==> src/rtl/fcpa_ram.sv <==
// fcpa_ram: generic single-write, single-read ram with registered read data
// no dependencies; holds the free list links
`timescale 1ns / 1ps
`default_nettype none

module fcpa_ram #(
  parameter int WIDTH = 8,
  parameter int DEPTH = 16,
  localparam int AW = (DEPTH > 1) ? $clog2(DEPTH) : 1
) (
  input  wire logic             clk_i,
  input  wire logic             we_i,
  input  wire logic [AW-1:0]    waddr_i,
  input  wire logic [WIDTH-1:0] wdata_i,
  input  wire logic             re_i,
  input  wire logic [AW-1:0]    raddr_i,
  output logic      [WIDTH-1:0] rdata_o
);

  logic [WIDTH-1:0] mem_q [DEPTH];
  logic [WIDTH-1:0] rdata_q;

  // write port
  always_ff @(posedge clk_i) begin
    if (we_i) begin
      mem_q[waddr_i] <= wdata_i;
    end
  end

  // registered read port
  always_ff @(posedge clk_i) begin
    if (re_i) begin
      rdata_q <= mem_q[raddr_i];
    end
  end

  assign rdata_o = rdata_q;

endmodule

`default_nettype wire

==> config.mk <==
export PLATFORM = sky130hd
export DESIGN_NAME = fcpa_ram
export DESIGN_NICKNAME = d
export VERILOG_FILES = /design/src/rtl/fcpa_ram.sv
export SDC_FILE = /design/constraint.sdc
export NUM_CORES = 1
export LEC_CHECK = 0
export BUFFER_PORTS_ARGS = -buffer_cell sky130_fd_sc_hd__buf_2
export CAP_MARGIN = 10
export CORE_MARGIN = 2
export CORE_UTILIZATION = 60
export DETAILED_ROUTE_END_ITERATION = 10
export GPL_ROUTABILITY_DRIVEN = 1
export PLACE_DENSITY = 0.87
export SYNTH_ARGS = -nofsm -noshare
export SYNTH_HDL_FRONTEND = slang
export SYNTH_SLANG_ARGS = --single-unit
==> constraint.sdc <==
create_clock -name clk_i -period 2.1 [get_ports clk_i]
set_clock_uncertainty 0.05 [all_clocks]
set_input_delay 0.105 -clock clk_i [delete_from_list [all_inputs] [get_ports clk_i]]
set_output_delay 0.105 -clock clk_i [all_outputs]
set_load 0.02 [all_outputs]
# Word level (Yosys, flattened, before mapping)
# Memory sizes are Yosys's and may differ from the RTL's. A register that Yosys moved wholly into a read port is not among the register bits.
# Cells that the tools add are included.
[op_classes] mux=2
[op_table] op="$mux W1" n=2
[totals] ff_bits=0 mem_bits_rw=128 inputBits=19 wordCells=3 n_memories=1
[memory_table] memory="mem_q" depth=16 word_bits=8 rd=1 rd_clocked_by_memory_dff=1 write_ports=1 line="20" rtl="logic [WIDTH-1:0] mem_q [DEPTH];"

# Logic depth before layout (Yosys ltp)
[depth] depth_word=2 ltp_mapped=5

# Worst setup path before layout
# No wires, ideal clock.
[synth_path] kind="input-to-reg" startpoint="input waddr_i[2]" endpoint="memory mem_q[0][0], enable pin" arrival_ps=1215 required_ps=1667 slack_ps=452 cell_stages=2 n_path_buf=0 path_cell_list="or3b_2 nor3_1"
[synth_lines] item="from (decl)" line="13" rtl="input wire logic [AW-1:0] waddr_i,"
[synth_lines] item="to (decl)" line="20"
# No word-level cell before the write port.

==> reports/qor.csv <==
stage,metric,value,unit
pwr,pwr-share-seq,50.6,%
floorplan,start_util,60.8,%
grt,grt_pass1_wl,17000,um
logic_synthesis,synth_top_area_share,78.1,%
logic_synthesis,synth_nets,248,
cts,ctsResizeCount,0,
logic_synthesis,syn-mean-instance-area,22.8,sq um
routing,routed_via_density,6.56,
logic_synthesis,synth_cells,229,
setup_path,path_buf_inv,0,
worst_hold_path,hold_class,in -> reg,
grt,track_usage,26.1,%
logic_synthesis,synth-xor-area-share,0,%
cts,cts_tree,done,
placement,dp_cells,372,
run,maxCapViolCount,0,
setup_path,cp_cell_sequence,mux4_1 > a22oi_1 > nand2_1,
routing,drt_first_pass_iters,5,
logic_synthesis,synth_top_cells_by_area,"edfxtp_1, mux4_2, mux4_1",
grt,antenna_found_initial,0,
layout,layout_commonest_cell,edfxtp_1,
pwr,total_switching_power,1230,uW
logic_synthesis,synth_compound_area_share,2.30,%
pwr,p_clk_share,44.3,%
floorplan,core,8590,sq um
logic_synthesis,synth-adder-area-share,0,%
sta,rsz0062_at_grt,no,
grt,grt_max_degree,33,
layout,layout.nets,311,
pwr,combPwrFrac,5.1,%
setup_path,cp_data_required_time,2.32,ns
layout,stdcell_count,413,
logic_synthesis,muxShareOfSynthArea,14.8,%
routing,via_count,2709,
logic_synthesis,synth_top_family_by_area,multiplexers,
floorplan,num_io_pins,27,
setup_path,crit_path_end_kind,flop,
placement,place_hpwl,6390,um
cts,cts_root_buf,clkbuf_8,
setup_path,arrival,1.80,ns
placement,place_congestion,0.782,
pwr,p_leak,0.00212,uW
grt,grt_pass1_vias,2803,
routing,drtIter0Drc,285,
routing,drc_errors,0,
layout,diodes,0,
sta,fmax,631,MHz
pwr,p_int,4850,uW
logic_synthesis,synth_simple_gate_area_share,3.14,%
logic_synthesis,ys_seq_area_share,78.1,%
sta,slew_viol_final,0,
sta,worstMarginPinSlew,0.803,ns
sta,hold_viol,0,
cts,cts.htree.levels,4,
setup_path,critPathMaxStageDelay,0.56,ns
logic_synthesis,ys_seq_elements,136,
cts,cts_buffer_depth,2,
sta,whs,0.117,ns
cts,cts_made_buffers,17,
pwr,peakVddDrop,0.495,mV
logic_synthesis,synth_top_area_cell,edfxtp_1,
routing,ant_nets,0,
routing,finalWirelength,11400,um
setup_path,crit_type,reg -> reg,
sta,fin_setup_tns,0,ns
layout,fill_cells,471,
layout,drive_above_1_share,29.2,%
floorplan,die_width,97.3,um
logic_synthesis,ys_types,18,
cts,path_clk_slew,0.06,ns
setup_path,cp_slowest_cell,mux4_1,
layout,syn2layout_area_growth,18.3,%
floorplan,die-area,9480,sq um
floorplan,die_y,97.3,um
floorplan,rows,34,
setup_path,cp-start-kind,flop,
pwr,power.density,983,nW/um^2
cts,clkLatencyLatePin,0.53,ns
layout,mostFrequentLayoutCells,"edfxtp_1, buf_2, mux4_2, buf_4",
routing,drt-wirelength-per-cell,27.6,um
logic_synthesis,netlist_area,5230,sq um
setup_path,worstPathMaxFanout,1,
sta,min_period,1.59,ns
outcome,status,"finished, final reports clean",
sta,setup_violations,0,
grt,overflow,0,
setup_path,cp_top_family,multiplexers,
cts,clock-sinks,136,
sta,slew_headroom,46.3,%
logic_synthesis,yosys_warnings,0,
placement,io_buffers,26,
pwr,switching_share,20.3,%
sta,period_share,75.5,%
-- cell type report --
type | count | area (sq um) | area share (%)
multi-input cells | 83 | 1060 | 17.1
repair buffers | 54 | 375 | 6.07
clock buffers | 20 | 425 | 6.88
well taps | 108 | 135 | 2.18
flip-flops and latches | 136 | 4080 | 66.0
clock inverters | 12 | 109 | 1.76
-- kinds of logic (layout without fill, tap and decap cells) --
| kind of cell | Yosys count | count (layout) |
|---|---|---|
| AO/OA/AOI/OAI | 16 | 16 |
| buffers and inverters | 10 | 86 |
| flip-flops | 136 | 136 |
| multiplexers | 32 | 32 |
| AND/OR/NAND/NOR | 35 | 35 |
-- final timing paths --
path,start,end,slack [ns],depth (start not counted)
worst max-delay path,mem_q[1][0]$_DFFE_PP_,rdata_o[0]$_DFFE_PP_,0.51,3
worst min register to register,mem_q[14][5]$_DFFE_PP_,rdata_o[5]$_DFFE_PP_,0.71,3
worst max register to register,mem_q[1][0]$_DFFE_PP_,rdata_o[0]$_DFFE_PP_,0.51,3
worst min-delay path,waddr_i[0],mem_q[0][2]$_DFFE_PP_,0.12,3
-- metrics by stage --
step	area (sq um)	setup slack (ns)	total power (uW)	util [%]
floorplan	5230	0.452	3300	-
global placement	5560	0.357	3400	64.7
detailed placement	5560	0.319	3420	64.7
CTS	6190	0.517	6100	72.0
global route	6190	0.459	6250	72.0
finish	6190	0.515	6080	72.0
-- routing by layer --
metal / vias to the layer above / wire (um) / track usage, %
met5: - / 0 / 0
met4: 0 / 444 / 13.6
met3: 34 / 910 / 8.13
met2: 178 / 5610 / 39.5
met1: 1388 / 4440 / 34.7
li1: 1109 / - / -
-- power groups by stage --
stage          combinational (uW)  sequential, uW  clock [uW]
6_report                      311            3080        2690
5_1_grt                       331            3080        2830
4_1_cts                       311            3080        2710
3_5_place_dp                  291            3130           0
3_3_place_gp                  277            3130           0
2_1_floorplan                 154            3140           0
-- worst min-delay path: stages --
cell and delay, ns:
buf_2 0.17, nor3_1 0.07, buf_4 0.17
-- state kept, by name, indices dropped and copies added, names as in the netlist --
signal   count
mem_q      128
rdata_o      8
-- cell usage after synthesis --
master / n
nor3_1: 4
mux4_1: 14
buf_4: 1
nand3_1: 1
nor2b_1: 1
nand2_1: 9
and2b_1: 1
buf_2: 3
nand3b_1: 2
mux4_2: 18
a22oi_1: 16
and2_1: 1
clkdlybuf4s25_2: 3
nor2_1: 13
nand2b_1: 2
or3b_2: 1
buf_6: 3
edfxtp_1: 136
-- timing repair --
action | 4_1_cts | 5_1_grt
hold endpoints to repair | 136 | 0
setup buffers | 0 | 0
hold buffers | 9 | 0
No activity file was read; power rests on OpenSTA's default activity.
