--- src/rtl/fcpa_pkg.sv ---
// fcpa_pkg: widths, codes and reset constants of the fixed chunk pool allocator
// no dependencies; imported by the divider and the top level
`timescale 1ns / 1ps
`default_nettype none

package fcpa_pkg;

  // field widths
  localparam int CMD_W     = 2;
  localparam int REQ_W     = 16;
  localparam int ALN_W     = 8;
  localparam int OFF_W     = 32;
  localparam int STAT_W    = 2;
  localparam int IDX_OUT_W = 10;
  localparam int COFF_W    = 22;
  localparam int CNT_W     = 11;
  localparam int LIFE_W    = 32;
  localparam int BYTES_W   = 23;
  localparam int CB_W      = 13;
  localparam int CFG_IDX_W = 1;
  localparam int CFG_DAT_W = 13;

  // defaults and limits
  localparam int POOL_DEPTH_DEF = 1024;
  localparam int ALIGN_BYTES    = 16;

  localparam logic [CNT_W-1:0]   CNT_MAX         = 11'd2047;
  localparam logic [BYTES_W-1:0] BYTES_MAX       = 23'h7fffff;
  localparam logic [CNT_W-1:0]   CHUNK_COUNT_RST = 11'd1024;
  localparam logic [CB_W-1:0]    CHUNK_BYTES_RST = 13'd64;

  // command codes
  localparam logic [CMD_W-1:0] CMD_ALLOC = 2'd0;
  localparam logic [CMD_W-1:0] CMD_FREE  = 2'd1;
  localparam logic [CMD_W-1:0] CMD_CLEAR = 2'd2;

  // status codes
  localparam logic [STAT_W-1:0] STAT_OK      = 2'd0;
  localparam logic [STAT_W-1:0] STAT_INVALID = 2'd1;
  localparam logic [STAT_W-1:0] STAT_NOMEM   = 2'd2;

  // configuration register indexes
  localparam logic [CFG_IDX_W-1:0] CFG_CHUNK_COUNT = 1'b0;
  localparam logic [CFG_IDX_W-1:0] CFG_CHUNK_BYTES = 1'b1;

endpackage

`default_nettype wire

--- src/rtl/fcpa_div.sv ---
// fcpa_div: restoring divider, one quotient bit per cycle, for offset to index
// depends on fcpa_pkg; the caller guarantees the quotient fits in QW bits
`timescale 1ns / 1ps
`default_nettype none

module fcpa_div import fcpa_pkg::*; #(
  parameter int QW = 10
) (
  input  wire logic             clk_i,
  input  wire logic             rst_ni,
  input  wire logic             start_i,
  input  wire logic [OFF_W-1:0] dividend_i,
  input  wire logic [CB_W-1:0]  divisor_i,
  output logic                  done_o,
  output logic                  exact_o,
  output logic      [QW-1:0]    quot_o
);

  localparam int SW  = CB_W + QW;
  localparam int CTW = $clog2(QW + 1);

  logic [OFF_W-1:0] rem_q, rem_d;
  logic [SW-1:0]    dvs_q, dvs_d;
  logic [QW-1:0]    quot_q, quot_d;
  logic [CTW-1:0]   cnt_q, cnt_d;
  logic             done_q, done_d;
  logic [OFF_W-1:0] dvs_ext;
  logic             take;

  assign dvs_ext = OFF_W'(dvs_q);
  assign take    = (rem_q >= dvs_ext);

  // one compare and subtract per step, divisor walks right
  always_comb begin
    rem_d  = rem_q;
    dvs_d  = dvs_q;
    quot_d = quot_q;
    cnt_d  = cnt_q;
    done_d = 1'b0;
    if (start_i) begin
      rem_d  = dividend_i;
      dvs_d  = SW'(divisor_i) << (QW - 1);
      quot_d = '0;
      cnt_d  = CTW'(QW);
    end else if (cnt_q != '0) begin
      if (take) begin
        rem_d = rem_q - dvs_ext;
      end
      quot_d = (quot_q << 1) | QW'(take);
      dvs_d  = dvs_q >> 1;
      cnt_d  = cnt_q - 1'b1;
      done_d = (cnt_q == CTW'(1));
    end
  end

  // control state
  always_ff @(posedge clk_i or negedge rst_ni) begin
    if (!rst_ni) begin
      cnt_q  <= '0;
      done_q <= 1'b0;
    end else begin
      cnt_q  <= cnt_d;
      done_q <= done_d;
    end
  end

  // datapath
  always_ff @(posedge clk_i) begin
    rem_q  <= rem_d;
    dvs_q  <= dvs_d;
    quot_q <= quot_d;
  end

  assign done_o  = done_q;
  assign exact_o = (rem_q == '0);
  assign quot_o  = quot_q;

endmodule

`default_nettype wire

--- config.mk ---
export PLATFORM = sky130hd
export DESIGN_NAME = fcpa_div
export DESIGN_NICKNAME = d
export VERILOG_FILES = /design/src/rtl/fcpa_pkg.sv /design/src/rtl/fcpa_div.sv
export SDC_FILE = /design/constraint.sdc
export NUM_CORES = 1
export LEC_CHECK = 0
export ABC_CLOCK_PERIOD_IN_PS = 5150
export BUFFER_PORTS_ARGS = -buffer_cell sky130_fd_sc_hd__buf_2
export CORE_MARGIN = 2
export CORE_UTILIZATION = 51
export DETAILED_ROUTE_END_ITERATION = 8
export GPL_TIMING_DRIVEN = 0
export PLACE_DENSITY_LB_ADDON = 0.05
export SKIP_CTS_REPAIR_TIMING = 1
export SLEW_MARGIN = 30
export SYNTH_ARGS = -nofsm -noshare
export SYNTH_HDL_FRONTEND = slang
export SYNTH_SLANG_ARGS = --single-unit
--- constraint.sdc ---
create_clock -name clk_i -period 5.15 [get_ports clk_i]
set_clock_uncertainty 0.2 [all_clocks]
set_input_delay 0 -clock clk_i [delete_from_list [all_inputs] [get_ports clk_i]]
set_output_delay 0 -clock clk_i [all_outputs]
set_load 0.02 [all_outputs]
Word level (Yosys, flattened, before mapping)
Index checks and enable logic that the tools add are counted.
Storage, ports and cells
  register bits: 69
  word-level logic and storage cells: 25
  input bits: 48
  output and inout port bits: 12
Operators by class
  equal/unequal tests: 1
  mux-type cells: 9
  reduce and logical (&&, ||, !) cells: 5
  add/sub/neg operators: 2
  order comparisons: 1
  bitwise operators: 1
Operators with widths (number)
  32-bit 2-to-1 mux: 3
  22-bit 2-to-1 mux: 2
  32-bit by 22-bit >= comparator with 1-bit output: 1
  32-bit zero test: 1
  32-bit by 22-bit subtractor with 32-bit output: 1
  10-bit by 1-bit bitwise OR with 10-bit output: 1
  4-bit 2-to-1 mux: 2
  4-bit by 1-bit == test with 1-bit output, second input constant: 1
  2-bit nonzero test: 2
  4-bit nonzero test: 1
  4-bit by 1-bit subtractor with 4-bit output, second input constant: 1
  1-bit 2-to-1 mux: 2
  2-bit AND reduction: 1

Depth between registers and ports, before layout
  word-level depth: 4
  gate-level depth with buffers: 11
  mapped depth without buffers: 11

Worst setup path after synthesis
OpenSTA, ideal clock, no wires.
  path kind: register to register
  start point: register rem_q[9]
  end point: register rem_q[0], enable pin
  buffers on the path: 0
  data arrival time: 3.402 ns
  required time: 4.509 ns
  path slack: 1.108 ns
  cell stages (with the launch flop): 8
  period minus slack after synthesis: 4.042 ns
  setup time: 0.441 ns
  cells stage by stage: edfxtp_1 -> ha_1 -> and3_4 -> and3_2 -> o21ai_0 -> a21oi_1 -> o21ai_0 -> a31oi_1
On the way
  cells in the longest elaborated chain, start to end: 3
RTL lines
  start: declaration: RTL line fcpa_div.sv:22  | logic [OFF_W-1:0] rem_q, rem_d;
  start signal: assignment: RTL line fcpa_div.sv:69  | rem_q <= rem_d;
  32-bit by 22-bit >= comparator with 1-bit output: RTL line fcpa_div.sv:31  | assign take = (rem_q >= dvs_ext);
  2-bit nonzero test (no line)
  2-bit AND reduction (no line)
Every way passes these cells.
A chain may end at the register's enable or synchronous reset.

Worst setup path after layout
  start point: register rem_q[0]
  end point: register rem_q[15], enable pin
Same word-level chain as after synthesis.

==> impl_metrics.yaml <==
worst_setup_path:
  worstPathCellList: "inv_1 > ha_1 > inv_1 > fa_1 > a21oi_1 > o22ai_1 > o21ai_0 > a21oi_1 > o21ai_0 > a31oi_4 > buf_8 > buf_8"
  endpoint: "rem_q[15]"
  worst_r2r_path_depth: 12
  regToRegEndpoint: "rem_q[15]"
  startpoint: "rem_q[0]"
  required_ps: 5060
  r2r-start: "rem_q[0]"
  endpoint_kind: "register"
  r2r_setup_slack_ps: 1400
  max_stage_delay_ps: 680
  worstSetupStartpointType: "register"
  cp_slowest_cell: "o21ai_0"
  cp_max_fo: 14
  critical_path_class: "register to register"
  arrival_ps: 3660
cts:
  cts-root-buf: "clkbuf_8"
  cts_tree: "yes"
  clock_sinks: 69
  cts_buffer_depth: 2
  clk_pin_slew_ps: 90
  cts_buffers: 9
  ctsHtreeMaxLevel: 3
  clk_latency_ps: 360
global_route:
  grt-busiest-layer: "met2"
  grt-ovfl-total: 0
  grt_max_degree: 15
  grt_antenna_before_repair: 0
  use_met1_pct: 37.1
  met2_usage_pct: 39.4
  grt_pass1_vias: 3563
  grt_pass1_wl_mm: 17.9
  use_met3_pct: 5.35
  grtUsageTotal_pct: 25.6
cells_and_area:
  diodes: 0
  finalNonFillerCells: 722
  final_cell_area_sq_um: 5500
  drive_above_1_share_pct: 14.9
  area_growth_pct: 26.0
  mostFrequentLayoutCells: "95 x nand2_1, 59 x buf_2, 47 x dlygate4sd3_1"
  nets: 686
  layout_commonest_cell: "nand2_1"
floorplan:
  die_y_um: 96.5
  die-area_sq_um: 9310
  num_rows: 33
  chipWidth_um: 96.5
  core_area_sq_um: 8260
  start_util_pct: 52.8
  io_pins: 60
min_path:
  hp-class: "input port to register"
  min_path_cells: 3
drt:
  postRouteAntennaNets: 0
  drc_errors: 0
  drtIter0Drc: 195
  routed_via_density: 5.59
  via_count: 4035
  totalWireLength_mm: 11.7
  routedWlPerCell_um: 16.2
  dr.pass1.iters: 5
yosys:
  ys_seq_area_share_pct: 42.6
  syn_area_per_cell_sq_um: 8.83
  syn_nets: 568
  yosysTopAreaCellShare_pct: 31.0
  synthArstFlopShare_pct: 7.25
  syn_area_sq_um: 4360
  synth_warnings: 0
  yosys-top-cells-area: "edfxtp_1 31%, dfxtp_1 8.7%, nand2_1 8.2%, ha_1 7.2%, a21oi_1 5.3%"
  synth_ff_type: "edfxtp_1"
  ys_types: 59
  ys_seq_elements: 69
  synth_edf_count: 45
  synth.largest_area_cell: "edfxtp_1"
  netlist_instances: 494
sta:
  min_period_ps: 3750
  max_freq_mhz: 267
  setup_viol_count_final: 0
  tightest_slew_ps: 820
  rsz0062_at_grt: "no"
  whs_ps: 87.8
  slew_viol_final: 0
  finalCritPeriodShare_pct: 72.8
  hold_violations: 0
  timing.slew.headroom_pct: 44.8
  timing.final.ws_setup_ps: 1400
placement:
  gp_congestion: 0.938
  portBuffers: 58
  post_dp_cell_area_sq_um: 4830
  hpwl_mm: 8.78
  dpl.cell_count: 659
  pre_cts_slack_ps: 1480
power_and_ir_drop:
  cell_internal_pwr_uw: 1470
  ir_worst_vdd_uv: 196
  switching_power_uw: 1050
  leakage_uw: 0.00226
  p_total_uw: 2520
  netSwitchingFraction_pct: 41.6
  p_clk_share_pct: 17.8
  power_frac_comb_pct: 48.8
  cellPowerDensity_nw_per_um2: 458
  pwr-share-seq_pct: 33.5
outcome:
  status: "completed"
job:
  maxCapViolations: 0
-- logic make-up (layout without fill, tap and decap cells) --
family	count (synthesis)	after routing	share of synthesized area, %
DFF	69	69	42.6
AOI/OAI and AO/OA	145	145	20.8
buffers and inverters	53	176	4.59
and+or+nand+nor	170	170	18.0
xor gates and xnor gates	28	28	5.62
muxes	3	3	0.774
adders and majority gates	26	26	7.63
-- sequential cells by signal, indices dropped and copies added, names as in the netlist --
register	flops
quot_o	10
done_o	1
dvs_q	22
rem_q	32
cnt_q	4
-- worst min-delay path by stage --
stage,start,end
after global routing,start_i,cnt_q[1]
after detailed placement,rst_ni,done_o
after CTS,rst_ni,cnt_q[1]
after global placement,rst_ni,done_o
after floorplan,rst_ni,cnt_q[0]
final,start_i,cnt_q[1]
-- layer usage --
| metal | wire, um | vias up |
|---|---|---|
| met2 | 5310 | 152 |
| met5 | 0 | - |
| met4 | 109 | 0 |
| met1 | 5490 | 1869 |
| met3 | 812 | 11 |
| li1 | - | 2003 |
-- synthesized netlist by cell type, drive strengths merged (2+ instances only) --
cell and instances:
xor2 13, nand2 95, nand3 7, xnor2 15
a21oi 47, o31ai 14, nand3b 2, inv 31
o311ai 2, nor2b 5, nor3 8, or2 2
o21bai 4, o211ai 2, nand2b 3, edfxtp 45
o22ai 2, a211oi 3, o21ai 39, and3 5
a41oi 2, ha 25, dfrtp 5, nor2 20
a21o 11, nor4 5, a211o 2, clkbuf 18
dfxtp 19, nor3b 2, mux2 3, nand4 5
and2 6, buf 4, a31oi 7
-- critical path, delay by kind of cell (launching register included) --
family	cells	cell delay (ps)
adder cells (fa/ha/maj)	2	570
buffers and inverters	4	520
AO/OA/AOI/OAI	6	1780
flip-flops	1	420
-- through the flow --
step | util [%] | setup TNS (ps)
detailed placement | 58.5 | 0
CTS | 60.9 | 0
finish | 66.6 | 0
floorplan | - | 0
global route | 66.6 | 0
global placement | 57.9 | -10930
-- area by class of cell --
type	instances	area, sq um
fillers	717	2760
clock buffers	11	163
inverters	31	116
flip-flops and latches	69	1860
clock inverters	5	35.0
well taps	105	131
repair buffers	107	791
plain buffers	22	83.8
multi-input cells	372	2320
-- power by group through the flow --
| stage | Sequential (uW) | Combinational [uW] | Clock (uW) |
|---|---|---|---|
| 3_3_place_gp | 851 | 1150 | 0 |
| 2_1_floorplan | 822 | 909 | 0 |
| 3_5_place_dp | 853 | 1180 | 0 |
| 5_1_grt | 856 | 1370 | 482 |
| 6_report | 844 | 1230 | 448 |
| 4_1_cts | 841 | 1180 | 450 |
No activity file was read; power rests on OpenSTA's default activity.
